[config.mk]
export PLATFORM = sky130hd
export DESIGN_NAME = madt_entry_stream_parser_top
export DESIGN_NICKNAME = d
export VERILOG_FILES = /design/src/rtl/core/madt_pkg.sv /design/src/rtl/core/madt_parse_core.sv /design/src/rtl/core/madt_out_fifo.sv /design/src/rtl/core/madt_entry_stream_parser_top.sv
export SDC_FILE = /design/constraint.sdc
export NUM_CORES = 1
export LEC_CHECK = 0
export BUFFER_PORTS_ARGS = -buffer_cell sky130_fd_sc_hd__clkbuf_2
export CORE_MARGIN = 8
export CORE_UTILIZATION = 58
export CTS_BUF_LIST = sky130_fd_sc_hd__clkbuf_8
export CTS_CLUSTER_DIAMETER = 150
export CTS_CLUSTER_SIZE = 12
export DETAILED_ROUTE_END_ITERATION = 8
export PLACE_DENSITY = 0.87
export SLEW_MARGIN = 40
export SYNTH_ARGS = -nofsm -noshare
export SYNTH_HDL_FRONTEND = slang
export SYNTH_SLANG_ARGS = --single-unit
[constraint.sdc]
create_clock -name i_clk -period 7.8 [get_ports i_clk]
set_input_delay 0.78 -clock i_clk [delete_from_list [all_inputs] [get_ports i_clk]]
set_output_delay 0.78 -clock i_clk [all_outputs]
set_load 0.05 [all_outputs]
[src/rtl/core/madt_pkg.sv]
// Shared types and constants for the MADT entry stream parser.
// Used by madt_parse_core, madt_out_fifo and the top level; no dependencies.
package madt_pkg;

    // Table layout
    localparam int unsigned HDR_BYTES      = 44;
    localparam int unsigned MAX_PROCESSORS = 64;
    localparam int unsigned CPU_LIMIT      = (MAX_PROCESSORS < 127) ? MAX_PROCESSORS : 127;
    localparam int unsigned FIELD_DEPTH    = 12;

    // Record types
    localparam logic [7:0] REC_LAPIC  = 8'd0;
    localparam logic [7:0] REC_IOAPIC = 8'd1;
    localparam logic [7:0] REC_X2APIC = 8'd9;

    // Minimum record lengths per layout
    localparam logic [7:0] LEN_LAPIC  = 8'd8;
    localparam logic [7:0] LEN_IOAPIC = 8'd12;
    localparam logic [7:0] LEN_X2APIC = 8'd16;

    // Result kinds
    localparam logic [1:0] KIND_CPU    = 2'd0;
    localparam logic [1:0] KIND_IOAPIC = 2'd1;
    localparam logic [1:0] KIND_END    = 2'd2;

    // Output buffer
    localparam int unsigned FIFO_DEPTH = 4;
    localparam int unsigned FIFO_AW    = 2;
    localparam int unsigned FIFO_CW    = 3;

    typedef struct packed {
        logic [1:0]  kind;
        logic [5:0]  cpu_slot;
        logic [31:0] cpu_id;
        logic [31:0] ioapic_address;
        logic [31:0] irq_base;
        logic [6:0]  cpu_total;
        logic        ioapic_seen;
        logic        last;
    } t_result;

    // Up to two results produced by one input byte, in order
    typedef struct packed {
        logic    valid0;
        logic    valid1;
        t_result res0;
        t_result res1;
    } t_push;

endpackage

[src/rtl/core/madt_parse_core.sv]
// Per-byte parse state and result generation for the MADT stream.
// Depends on madt_pkg; all work for a byte is done in the accepting cycle.
module madt_parse_core
    import madt_pkg::*;
(
    input  logic       i_clk,
    input  logic       i_rst_n,
    input  logic       i_valid,
    input  logic [7:0] i_data_byte,
    input  logic       i_first_byte,
    output t_push      o_push
);

    // State registers
    logic [31:0] r_toff, n_toff;
    logic [31:0] r_tlen, n_tlen;
    logic [7:0]  r_roff, n_roff;
    logic [7:0]  r_rtype, n_rtype;
    logic [7:0]  r_rlen, n_rlen;
    logic [7:0]  r_field [FIELD_DEPTH];
    logic [7:0]  n_field [FIELD_DEPTH];
    logic [6:0]  r_cnt, n_cnt;
    logic [31:0] r_ioa, n_ioa;
    logic [31:0] r_gsi, n_gsi;
    logic        r_iof, n_iof;
    logic        r_stop, n_stop;

    // Working values
    logic [31:0] t;
    logic [7:0]  len_use;
    logic [3:0]  fidx;
    logic        finish;
    logic        rec_v;
    logic        sum_v;
    t_result     rec_res;
    t_result     sum_res;

    always_comb begin
        // restart clears state before the byte is taken
        t       = i_first_byte ? 32'd0 : r_toff;
        n_tlen  = i_first_byte ? 32'd0 : r_tlen;
        n_roff  = i_first_byte ? 8'd0  : r_roff;
        n_rtype = i_first_byte ? 8'd0  : r_rtype;
        n_rlen  = i_first_byte ? 8'd0  : r_rlen;
        n_cnt   = i_first_byte ? 7'd0  : r_cnt;
        n_ioa   = i_first_byte ? 32'd0 : r_ioa;
        n_gsi   = i_first_byte ? 32'd0 : r_gsi;
        n_iof   = i_first_byte ? 1'b0  : r_iof;
        n_stop  = i_first_byte ? 1'b0  : r_stop;
        n_field = r_field;
        len_use = n_rlen;
        fidx    = 4'd0;
        finish  = 1'b0;
        rec_v   = 1'b0;
        rec_res = '0;

        // offset counter saturates
        n_toff = (t != 32'hFFFF_FFFF) ? t + 32'd1 : t;

        // little-endian table length, bytes 4..7
        if (t inside {[32'd4:32'd7]}) begin
            n_tlen = n_tlen | ({24'd0, i_data_byte} << {t[1:0], 3'b000});
        end

        // record walk
        if (t >= 32'(HDR_BYTES) && t < n_tlen && !n_stop) begin
            if (n_roff == 8'd0) begin
                n_rtype = i_data_byte;
                n_roff  = 8'd1;
            end else if (n_roff == 8'd1 && i_data_byte == 8'd0) begin
                n_stop = 1'b1;
            end else if (n_roff == 8'd1 && i_data_byte == 8'd1) begin
                // length one: this byte becomes the record type and the next byte its length
                n_rtype = i_data_byte;
            end else begin
                if (n_roff == 8'd1) begin
                    len_use = i_data_byte;
                    n_rlen  = i_data_byte;
                end
                if (n_roff inside {[8'd2:8'd13]}) begin
                    fidx = 4'(n_roff - 8'd2);
                    n_field[fidx] = i_data_byte;
                end
                if ({1'b0, n_roff} + 9'd1 == {1'b0, len_use}) begin
                    n_roff = 8'd0;
                    finish = 1'b1;
                end else begin
                    n_roff = n_roff + 8'd1;
                end
            end
        end

        // record completion
        if (finish) begin
            if (n_rtype == REC_LAPIC && len_use >= LEN_LAPIC) begin
                if (n_field[2][0] && n_cnt < 7'(CPU_LIMIT)) begin
                    rec_v            = 1'b1;
                    rec_res.kind     = KIND_CPU;
                    rec_res.cpu_slot = n_cnt[5:0];
                    rec_res.cpu_id   = {24'd0, n_field[1]};
                    n_cnt            = n_cnt + 7'd1;
                end
            end else if (n_rtype == REC_X2APIC && len_use >= LEN_X2APIC) begin
                if (n_field[6][0] && n_cnt < 7'(CPU_LIMIT)) begin
                    rec_v            = 1'b1;
                    rec_res.kind     = KIND_CPU;
                    rec_res.cpu_slot = n_cnt[5:0];
                    rec_res.cpu_id   = {n_field[5], n_field[4], n_field[3], n_field[2]};
                    n_cnt            = n_cnt + 7'd1;
                end
            end else if (n_rtype == REC_IOAPIC && len_use >= LEN_IOAPIC) begin
                n_ioa        = {n_field[5], n_field[4], n_field[3], n_field[2]};
                n_gsi        = {n_field[9], n_field[8], n_field[7], n_field[6]};
                n_iof        = 1'b1;
                rec_v        = 1'b1;
                rec_res.kind = KIND_IOAPIC;
            end
        end
        rec_res.ioapic_address = n_ioa;
        rec_res.irq_base       = n_gsi;
        rec_res.cpu_total      = n_cnt;
        rec_res.ioapic_seen    = n_iof;

        // end-of-table summary
        sum_v = (t >= 32'd7) && (t != 32'hFFFF_FFFF) &&
                ((t + 32'd1 == n_tlen) || (t == 32'd7 && n_tlen <= 32'd8));
        sum_res                = '0;
        sum_res.kind           = KIND_END;
        sum_res.ioapic_address = n_ioa;
        sum_res.irq_base       = n_gsi;
        sum_res.cpu_total      = n_cnt;
        sum_res.ioapic_seen    = n_iof;
        sum_res.last           = 1'b1;

        // compact into ordered slots
        o_push.valid0    = i_valid && (rec_v || sum_v);
        o_push.valid1    = i_valid && rec_v && sum_v;
        o_push.res0      = rec_v ? rec_res : sum_res;
        o_push.res0.last = !(rec_v && sum_v);
        o_push.res1      = sum_res;
    end

    // Control state
    always_ff @(posedge i_clk) begin
        if (!i_rst_n) begin
            r_toff  <= '0;
            r_tlen  <= '0;
            r_roff  <= '0;
            r_rtype <= '0;
            r_rlen  <= '0;
            r_cnt   <= '0;
            r_ioa   <= '0;
            r_gsi   <= '0;
            r_iof   <= 1'b0;
            r_stop  <= 1'b0;
        end else if (i_valid) begin
            r_toff  <= n_toff;
            r_tlen  <= n_tlen;
            r_roff  <= n_roff;
            r_rtype <= n_rtype;
            r_rlen  <= n_rlen;
            r_cnt   <= n_cnt;
            r_ioa   <= n_ioa;
            r_gsi   <= n_gsi;
            r_iof   <= n_iof;
            r_stop  <= n_stop;
        end
    end

    // Record body bytes, no reset
    always_ff @(posedge i_clk) begin
        if (i_valid) begin
            r_field <= n_field;
        end
    end

endmodule

[src/rtl/core/madt_out_fifo.sv]
// Small result buffer taking up to two results per cycle, one out per cycle while i_ready is high.
// Depends on madt_pkg.
module madt_out_fifo
    import madt_pkg::*;
(
    input  logic    i_clk,
    input  logic    i_rst_n,
    input  t_push   i_push,
    output logic    o_room,
    output logic    o_valid,
    input  logic    i_ready,
    output t_result o_res
);

    t_result              r_mem [FIFO_DEPTH];
    logic [FIFO_AW-1:0]   r_wp;
    logic [FIFO_AW-1:0]   r_rp;
    logic [FIFO_CW-1:0]   r_cnt;
    logic                 pop;
    logic [FIFO_CW-1:0]   push_n;

    assign o_valid = (r_cnt != '0);
    assign o_res   = r_mem[r_rp];
    assign o_room  = (r_cnt <= FIFO_CW'(FIFO_DEPTH - 2));
    assign pop     = o_valid && i_ready;
    assign push_n  = FIFO_CW'(i_push.valid0) + FIFO_CW'(i_push.valid1);

    // Pointers and fill count
    always_ff @(posedge i_clk) begin
        if (!i_rst_n) begin
            r_wp  <= '0;
            r_rp  <= '0;
            r_cnt <= '0;
        end else begin
            r_wp  <= r_wp + push_n[FIFO_AW-1:0];
            r_rp  <= r_rp + FIFO_AW'(pop);
            r_cnt <= r_cnt + push_n - FIFO_CW'(pop);
        end
    end

    // Entry storage
    always_ff @(posedge i_clk) begin
        if (i_push.valid0) begin
            r_mem[r_wp] <= i_push.res0;
        end
        if (i_push.valid1) begin
            r_mem[r_wp + FIFO_AW'(1)] <= i_push.res1;
        end
    end

endmodule

[src/rtl/core/madt_entry_stream_parser_top.sv]
// MADT entry stream parser: one table byte per transfer in, results out.
// Results are registered in the output buffer before they are offered on the master side.
// Throughput: one byte per cycle while the output buffer has room for two results;
// a byte that ends a record and the table gives two results, queued in a four-entry output buffer.
// Reset: i_rst_n synchronous, active low; clears parse state and the output buffer.
// Depends on madt_pkg, madt_parse_core and madt_out_fifo.
module madt_entry_stream_parser_top
    import madt_pkg::*;
(
    input  logic         i_clk,
    input  logic         i_rst_n,
    input  logic         s_axis_tvalid,
    output logic         s_axis_tready,
    input  logic [7:0]   s_axis_tdata,   // [7:0] data_byte
    input  logic         s_axis_tuser,   // [0] first_byte
    output logic         m_axis_tvalid,
    input  logic         m_axis_tready,
    output logic [111:0] m_axis_tdata,   // kind[1:0], cpu_slot[7:2], cpu_id[39:8],
                                         // ioapic_address[71:40], irq_base[103:72],
                                         // cpu_total[110:104], ioapic_seen[111]
    output logic         m_axis_tlast    // last
);

    logic    in_xfer;
    logic    room;
    t_push   push;
    t_result res;

    assign s_axis_tready = room;
    assign in_xfer       = s_axis_tvalid && room;

    madt_parse_core u_core (
        .i_clk        (i_clk),
        .i_rst_n      (i_rst_n),
        .i_valid      (in_xfer),
        .i_data_byte  (s_axis_tdata),
        .i_first_byte (s_axis_tuser),
        .o_push       (push)
    );

    madt_out_fifo u_fifo (
        .i_clk   (i_clk),
        .i_rst_n (i_rst_n),
        .i_push  (push),
        .o_room  (room),
        .o_valid (m_axis_tvalid),
        .i_ready (m_axis_tready),
        .o_res   (res)
    );

    // Output packing
    assign m_axis_tdata = {res.ioapic_seen, res.cpu_total, res.irq_base,
                           res.ioapic_address, res.cpu_id, res.cpu_slot, res.kind};
    assign m_axis_tlast = res.last;

endmodule

==> impl_metrics.py, run 1 <==
metrics = {
    "route": {
        "wirelength_um": 92970,
        "wl_per_cell_um": 23.26,
        "routed_via_density": 6.664,
        "detail-route-antenna-nets": 0,
        "drtIter0Drc": 4022,
        "dr.pass1.iters": 6,
        "vias": 26640,
        "drcViolationCount": 0,
    },
    "logic_synthesis": {
        "syn-instance-count": 3182,
        "async_reset_ff_frac": 0,
        "ys.flop_type": "edfxtp_1",
        "ys_seq_area_frac": 0.5111,
        "syn_area_um2": 34160,
        "synth_cell_types": 92,
        "synth_edf_count": 360,
        "syn-num-nets": 3241,
        "yosys.area.top_type": "edfxtp_1",
        "syn_area_per_cell_um2": 10.73,
        "yosys_register_bits": 692,
        "ys.warnings.count": 0,
        "synth_top_area_share": 0.3165,
        "synth_area_leaders": "edfxtp_1, dfxtp_1, mux4_2",
    },
    "sta": {
        "fmax_ghz": 0.1365,
        "min_period_ns": 7.324,
        "worstMarginPinSlew_ns": 0.8978,
        "setup_viol": 0,
        "finClkSkew_ns": 0.02604,
        "hold_viol_final": 0,
        "rsz0062_at_grt": "no",
        "tns_ns": 0,
        "drv_slew": 0,
        "relSlewSlack": 0.3993,
        "finalCritPeriodShare": 0.9390,
    },
    "cts": {
        "insertion_delay_ns": 0.68,
        "post_cts_resize_count": 0,
        "clock_sinks": 692,
        "clockRootBuffer": "clkbuf_8",
        "cts_buffer_depth": 3,
        "cts_setup_buffers": 0,
        "path_clk_slew_ns": 0.09,
        "cts_inserted_buffers": 67,
        "cts_hold_buffers": 0,
        "cts-htree-levels": 3,
        "tritoncts": "yes",
    },
    "setup_path": {
        "critPathArrivalTime_ns": 7.91,
        "cp_slowest_cell": "buf_6",
        "cpPeakStageDelay_ns": 0.55,
        "startpoint_type": "flip-flop",
        "path_class": "flip-flop to flip-flop",
        "crit_chain": "nor4_1 -> nand4_1 -> nor2_1 -> buf_4 -> a31oi_1 -> or2_2 -> ha_1 -> nand3_1 -> nor2_1 -> a21boi_1 -> nor2_1 -> a311oi_1 -> nand2_1 -> o21ai_1 -> o2bb2a_1 -> a211oi_4 -> o31a_2 -> buf_4 -> buf_6 -> o21ai_0 -> a21oi_1",
        "cpMostUsedCell": "nor2_1",
        "worstPathMaxFanout": 108,
        "endpoint_kind": "flip-flop",
        "crit_buf_inv": 3,
        "reg2reg_setup_slack_ns": 0.48,
        "critPathTopFamily": "compound AO/OA/AOI/OAI gates",
        "worst_ep_required_time_ns": 8.39,
    },
    "floorplanning": {
        "die_h_um": 258.7,
        "coreArea_um2": 58570,
        "rows": 89,
        "start_util": 0.5831,
        "ios": 128,
        "die_w_um": 258.7,
        "dieArea_um2": 66910,
    },
    "layout": {
        "fin_nets": 3236,
        "drive_gt1_frac": 0.1726,
        "area_growth_pct": 6.975,
        "final_common_cell": "nor2_1",
        "layout_common_cells": "nor2_1, edfxtp_1, dfxtp_1, a21oi_1, o21ai_0",
        "final_area_um2": 36540,
    },
    "global_routing": {
        "grt_pass1_wl_um": 144400,
        "grt_max_degree": 115,
        "antenna_found_initial": 2,
        "overflow": 0,
        "grtUsageTotal": 0.2690,
        "grt_pass1_vias": 25440,
    },
    "placed_design": {
        "port_buffers": 127,
        "dp_hpwl_um": 58330,
        "placedInstanceArea_um2": 35350,
        "gp_congestion": 0.9561,
    },
    "pwr": {
        "power_w": 0.008237,
        "leakage_nw": 12.05,
        "max-vdd-ir-drop_v": 0.0002552,
        "powerDensity_nw_per_um2": 225.4,
    },
    "outcome": {
        "status": "finished clean",
    },
    "flow_run": {
        "maxCapViolations": 0,
    },
    "min_path": {
        "hold_class": "flip-flop to flip-flop",
    },
}
[layer usage]
| layer | track usage | vias to the layer above | part of all wire |
|---|---|---|---|
| met3 | 0.05524 | 244 | 0.12 |
| met5 | 0 | - | 0 |
| li1 | - | 11760 | - |
| met1 | 0.3709 | 12910 | 0.39 |
| met4 | 0.09827 | 0 | 0.033 |
| met2 | 0.4201 | 1730 | 0.46 |
[kinds of logic (layout without fill, tap and decap cells)]
kind of cell	count (synthesis)	count (layout)	share of synthesized area
buffers and inverters	316	356	0.04143
adder cells (fa/ha/maj)	46	46	0.01707
flip-flops	692	692	0.5111
AND/OR/NAND/NOR	1083	1083	0.1605
XOR/XNOR	62	62	0.01612
AO/OA/AOI/OAI	712	712	0.1299
multiplexers	271	271	0.1239
other	0	2	0
[worst register-to-register path: stages, from the launching register on]
cell	delay (ns)
dfxtp_1	0.36
nor4_1	0.50
nand4_1	0.48
nor2_1	0.50
buf_4	0.26
a31oi_1	0.18
or2_2	0.37
ha_1	0.30
nand3_1	0.15
nor2_1	0.07
a21boi_1	0.30
nor2_1	0.10
a311oi_1	0.34
nand2_1	0.36
o21ai_1	0.37
o2bb2a_1	0.35
a211oi_4	0.48
o31a_2	0.22
buf_4	0.38
buf_6	0.57
o21ai_0	0.37
a21oi_1	0.24
[sequential cells by signal, indices dropped and copies added, names as in the netlist, 3 cells and up]
| register | cells |
|---|---|
| u_core.r_cnt | 7 |
| u_core.r_field | 72 |
| u_core.r_gsi | 32 |
| u_core.r_ioa | 32 |
| u_core.r_rlen | 8 |
| u_core.r_roff | 8 |
| u_core.r_rtype | 8 |
| u_core.r_tlen | 32 |
| u_core.r_toff | 32 |
| u_fifo.r_cnt | 3 |
| u_fifo.r_mem | 452 |
[synth_stat cells, types with 17 or more instances]
master,n
nor4_1,28
a211oi_1,29
mux2i_1,80
xor2_1,25
ha_1,45
o21ai_0,205
nor2_1,420
nand2_1,90
buf_2,53
mux4_2,113
a22oi_1,40
buf_1,25
edfxtp_1,360
nor3_1,43
and2_1,21
nand4_1,63
nor2b_1,132
dfxtp_1,332
mux2_2,76
a21oi_1,233
xnor2_1,36
inv_1,36
clkbuf_1,167
nand3_1,169
and3_1,17
a22o_1,64
[report_power, final]
group,internal (W),switching (W),total [W]
Clock,0.000851,0.00124,0.00210
Combinational,0.000663,0.00139,0.00206
Sequential,0.00397,0.000117,0.00409
[final cells by class]
cell class	count	area, um2
fillers	4438	22030
flip-flops and latches	692	17460
multi-input cells	2174	15400
repair buffers	198	1371
well taps	773	967.2
clock buffers	68	935.9
clock inverters	46	222.7
inverters	44	175.2
diodes	2	5.005
[per-stage QoR]
stage | hold slack (ns) | worst slack (ns) | utilization | std cells
after floorplan | 0.4213 | 0.04960 | - | 3182
after global placement | 0.4307 | 0.7652 | 0.6018 | 3877
after detailed placement | 0.4377 | 0.5610 | 0.6035 | 3880
after CTS | 0.4497 | 0.5027 | 0.6233 | 3994
after global routing | 0.4757 | 0.1197 | 0.6238 | 3997
final | 0.4502 | 0.4757 | 0.6238 | 3997
[worst paths after layout]
check                startpoint                   end  depth (start not counted)
max           u_core.r_toff[27]  u_fifo.r_mem[1][107]                         21
min reg2reg  u_fifo.r_mem[3][0]    u_fifo.r_mem[3][0]                          2
max reg2reg   u_core.r_toff[27]  u_fifo.r_mem[1][107]                         21
min          u_fifo.r_mem[3][0]    u_fifo.r_mem[3][0]                          2
(Power assumes the default switching activity.)
==> run 2, diff against run 1 <==
CORE_UTILIZATION = 56   (was 58)
CTS_BUF_LIST = default   (was sky130_fd_sc_hd__clkbuf_8)
PLACE_DENSITY = 0.85   (was 0.87)
==> impl_metrics.py, run 2 (synthesis results as in run 1) <==
metrics = {
    "outcome": {
        "status": "finished clean",
    },
    "cts": {
        "cts_buffer_depth": 3,
        "cts_hold_buffers": 0,
        "clock_sinks": 692,
        "cts_setup_buffers": 0,
        "cts_inserted_buffers": 67,
        "insertion_delay_ns": 0.63,
        "post_cts_resize_count": 0,
        "clockRootBuffer": "clkbuf_16",
        "tritoncts": "yes",
        "cts-htree-levels": 3,
        "path_clk_slew_ns": 0.06,
    },
    "placed_design": {
        "gp_congestion": 0.9410,
        "port_buffers": 127,
        "dp_slack_ns": 0.6902,
        "dp_hpwl_um": 58040,
    },
    "setup_path": {
        "reg2reg_from": "u_core.r_toff[7]",
        "crit_chain": "nor4_4 -> nand4_1 -> nor2_1 -> buf_4 -> a31oi_1 -> or2_2 -> ha_1 -> a211oi_1 -> o21ai_0 -> a21boi_1 -> nor2_1 -> a311o_1 -> nor3_4 -> mux2_4 -> nand2_1 -> a31o_2 -> nor4_4 -> a22oi_2 -> inv_2 -> buf_12",
        "endpoint_kind": "flip-flop",
        "critPathCapture": "u_fifo.r_mem[3][27]",
        "worst_ep_required_time_ns": 8.08,
        "critPathLaunch": "u_core.r_toff[7]",
        "path_class": "flip-flop to flip-flop",
        "r2r-end": "u_fifo.r_mem[3][27]",
        "reg2reg_setup_slack_ns": 0.53,
        "worstPathMaxFanout": 45,
        "critPathArrivalTime_ns": 7.55,
        "startpoint_type": "flip-flop",
        "cp_slowest_cell": "inv_2",
        "cpPeakStageDelay_ns": 0.67,
        "r2r_cells": 20,
    },
    "pwr": {
        "max-vdd-ir-drop_v": 0.0002434,
        "leakage_nw": 12.28,
        "powerDensity_nw_per_um2": 245.6,
    },
    "global_routing": {
        "grt_pass1_wl_um": 148500,
        "overflow": 0,
        "grt_pass1_vias": 25890,
        "grt_max_degree": 98,
        "grtUsageTotal": 0.2642,
        "antenna_found_initial": 4,
    },
    "floorplanning": {
        "ios": 128,
        "coreArea_um2": 60360,
        "start_util": 0.5659,
        "dieArea_um2": 69150,
        "die_h_um": 263.0,
        "rows": 90,
        "die_w_um": 263.0,
    },
    "sta": {
        "finClkSkew_ns": 0.03367,
        "setup_viol": 0,
        "rsz0062_at_grt": "no",
        "worstMarginPinSlew_ns": 0.8848,
        "relSlewSlack": 0.4101,
        "hold_viol_final": 0,
        "finalCritPeriodShare": 0.9319,
        "min_period_ns": 7.269,
        "tns_ns": 0,
        "fmax_ghz": 0.1376,
        "worst_slack_ns": 0.5314,
        "whs_ns": 0.4448,
        "drv_slew": 0,
    },
    "layout": {
        "area_growth_pct": 9.374,
        "multi_input_area_um2": 15390,
        "final_common_cell": "nor2_1",
        "drive_gt1_frac": 0.1735,
        "seqCellArea_um2": 17460,
        "fin_nets": 3239,
        "largest_registers": "u_fifo.r_mem (452), u_core.r_field (72)",
        "top_register": "u_fifo.r_mem",
        "n_fill_cell": 4542,
        "layout_common_cells": "nor2_1, edfxtp_1, dfxtp_1, a21oi_1, o21ai_0",
        "largest_reg_flops": 452,
    },
    "route": {
        "drtIter0Drc": 3500,
        "routed_via_density": 6.652,
        "drcViolationCount": 0,
        "detail-route-antenna-nets": 0,
        "wl_per_cell_um": 23.63,
        "dr.pass1.iters": 8,
        "wirelength_um": 94640,
        "vias": 26640,
    },
    "min_path": {
        "hold_class": "flip-flop to flip-flop",
        "worstHoldPathCells": 2,
    },
    "flow_run": {
        "maxCapViolations": 0,
    },
}
[run 2: area by class of cell]
cell class                 count  share of cell area
multi-input combinational   2174              0.4120
sequential                   692              0.4675
tap                          782             0.02619
inverter                      44            0.004689
clock buffer                 105             0.04927
timing repair buffer         201             0.03788
antenna                        1          0.00006698
clock inverter                 6            0.002478
[run 2: layer usage]
layer | vias up | share of wire | global-route usage
li1 | 11790 | - | -
met5 | - | 0.00043 | 0
met1 | 12980 | 0.40 | 0.3546
met4 | 6 | 0.033 | 0.09806
met3 | 239 | 0.11 | 0.05910
met2 | 1626 | 0.46 | 0.4188
[run 2: how the worst min path moves through the flow]
stage / slack, ns / end / start
after global routing: 0.48 / u_fifo.r_mem[3][0] / u_fifo.r_mem[3][0]
final: 0.44 / u_fifo.r_mem[3][0] / u_fifo.r_mem[3][0]
after CTS: 0.45 / u_fifo.r_mem[3][0] / u_fifo.r_mem[3][0]
after global placement: 0.43 / u_fifo.r_mem[3][0] / u_fifo.r_mem[3][0]
after floorplan: 0.42 / u_fifo.r_mem[3][0] / u_fifo.r_mem[3][0]
after detailed placement: 0.44 / u_fifo.r_mem[3][0] / u_fifo.r_mem[3][0]
[run 2: worst max-delay path: cells and delay by family (launching register included)]
kind | cells | cell delay, ns
simple gates | 8 | 2.75
compound gates | 7 | 1.78
buf+inv | 3 | 1.26
flops | 1 | 0.49
fa+ha+maj | 1 | 0.30
mux | 1 | 0.29
[run 2: power breakdown]
| group | switching (W) | internal (W) | total (W) |
|---|---|---|---|
| Sequential | 0.000110 | 0.00397 | 0.00408 |
| Clock | 0.00137 | 0.00166 | 0.00303 |
| Combinational | 0.00139 | 0.000667 | 0.00206 |
[run 2: through the flow]
stage	power (W)	instances	utilization	cell area [um2]
4_1_cts	0.009172	4002	0.6183	37320
6_report	0.009174	4005	0.6189	37360
3_5_place_dp	0.006186	3891	0.5862	35380
3_3_place_gp	0.006144	3890	0.5849	35300
5_1_grt	0.009491	4004	0.6189	37360
2_1_floorplan	0.005855	3182	-	34170
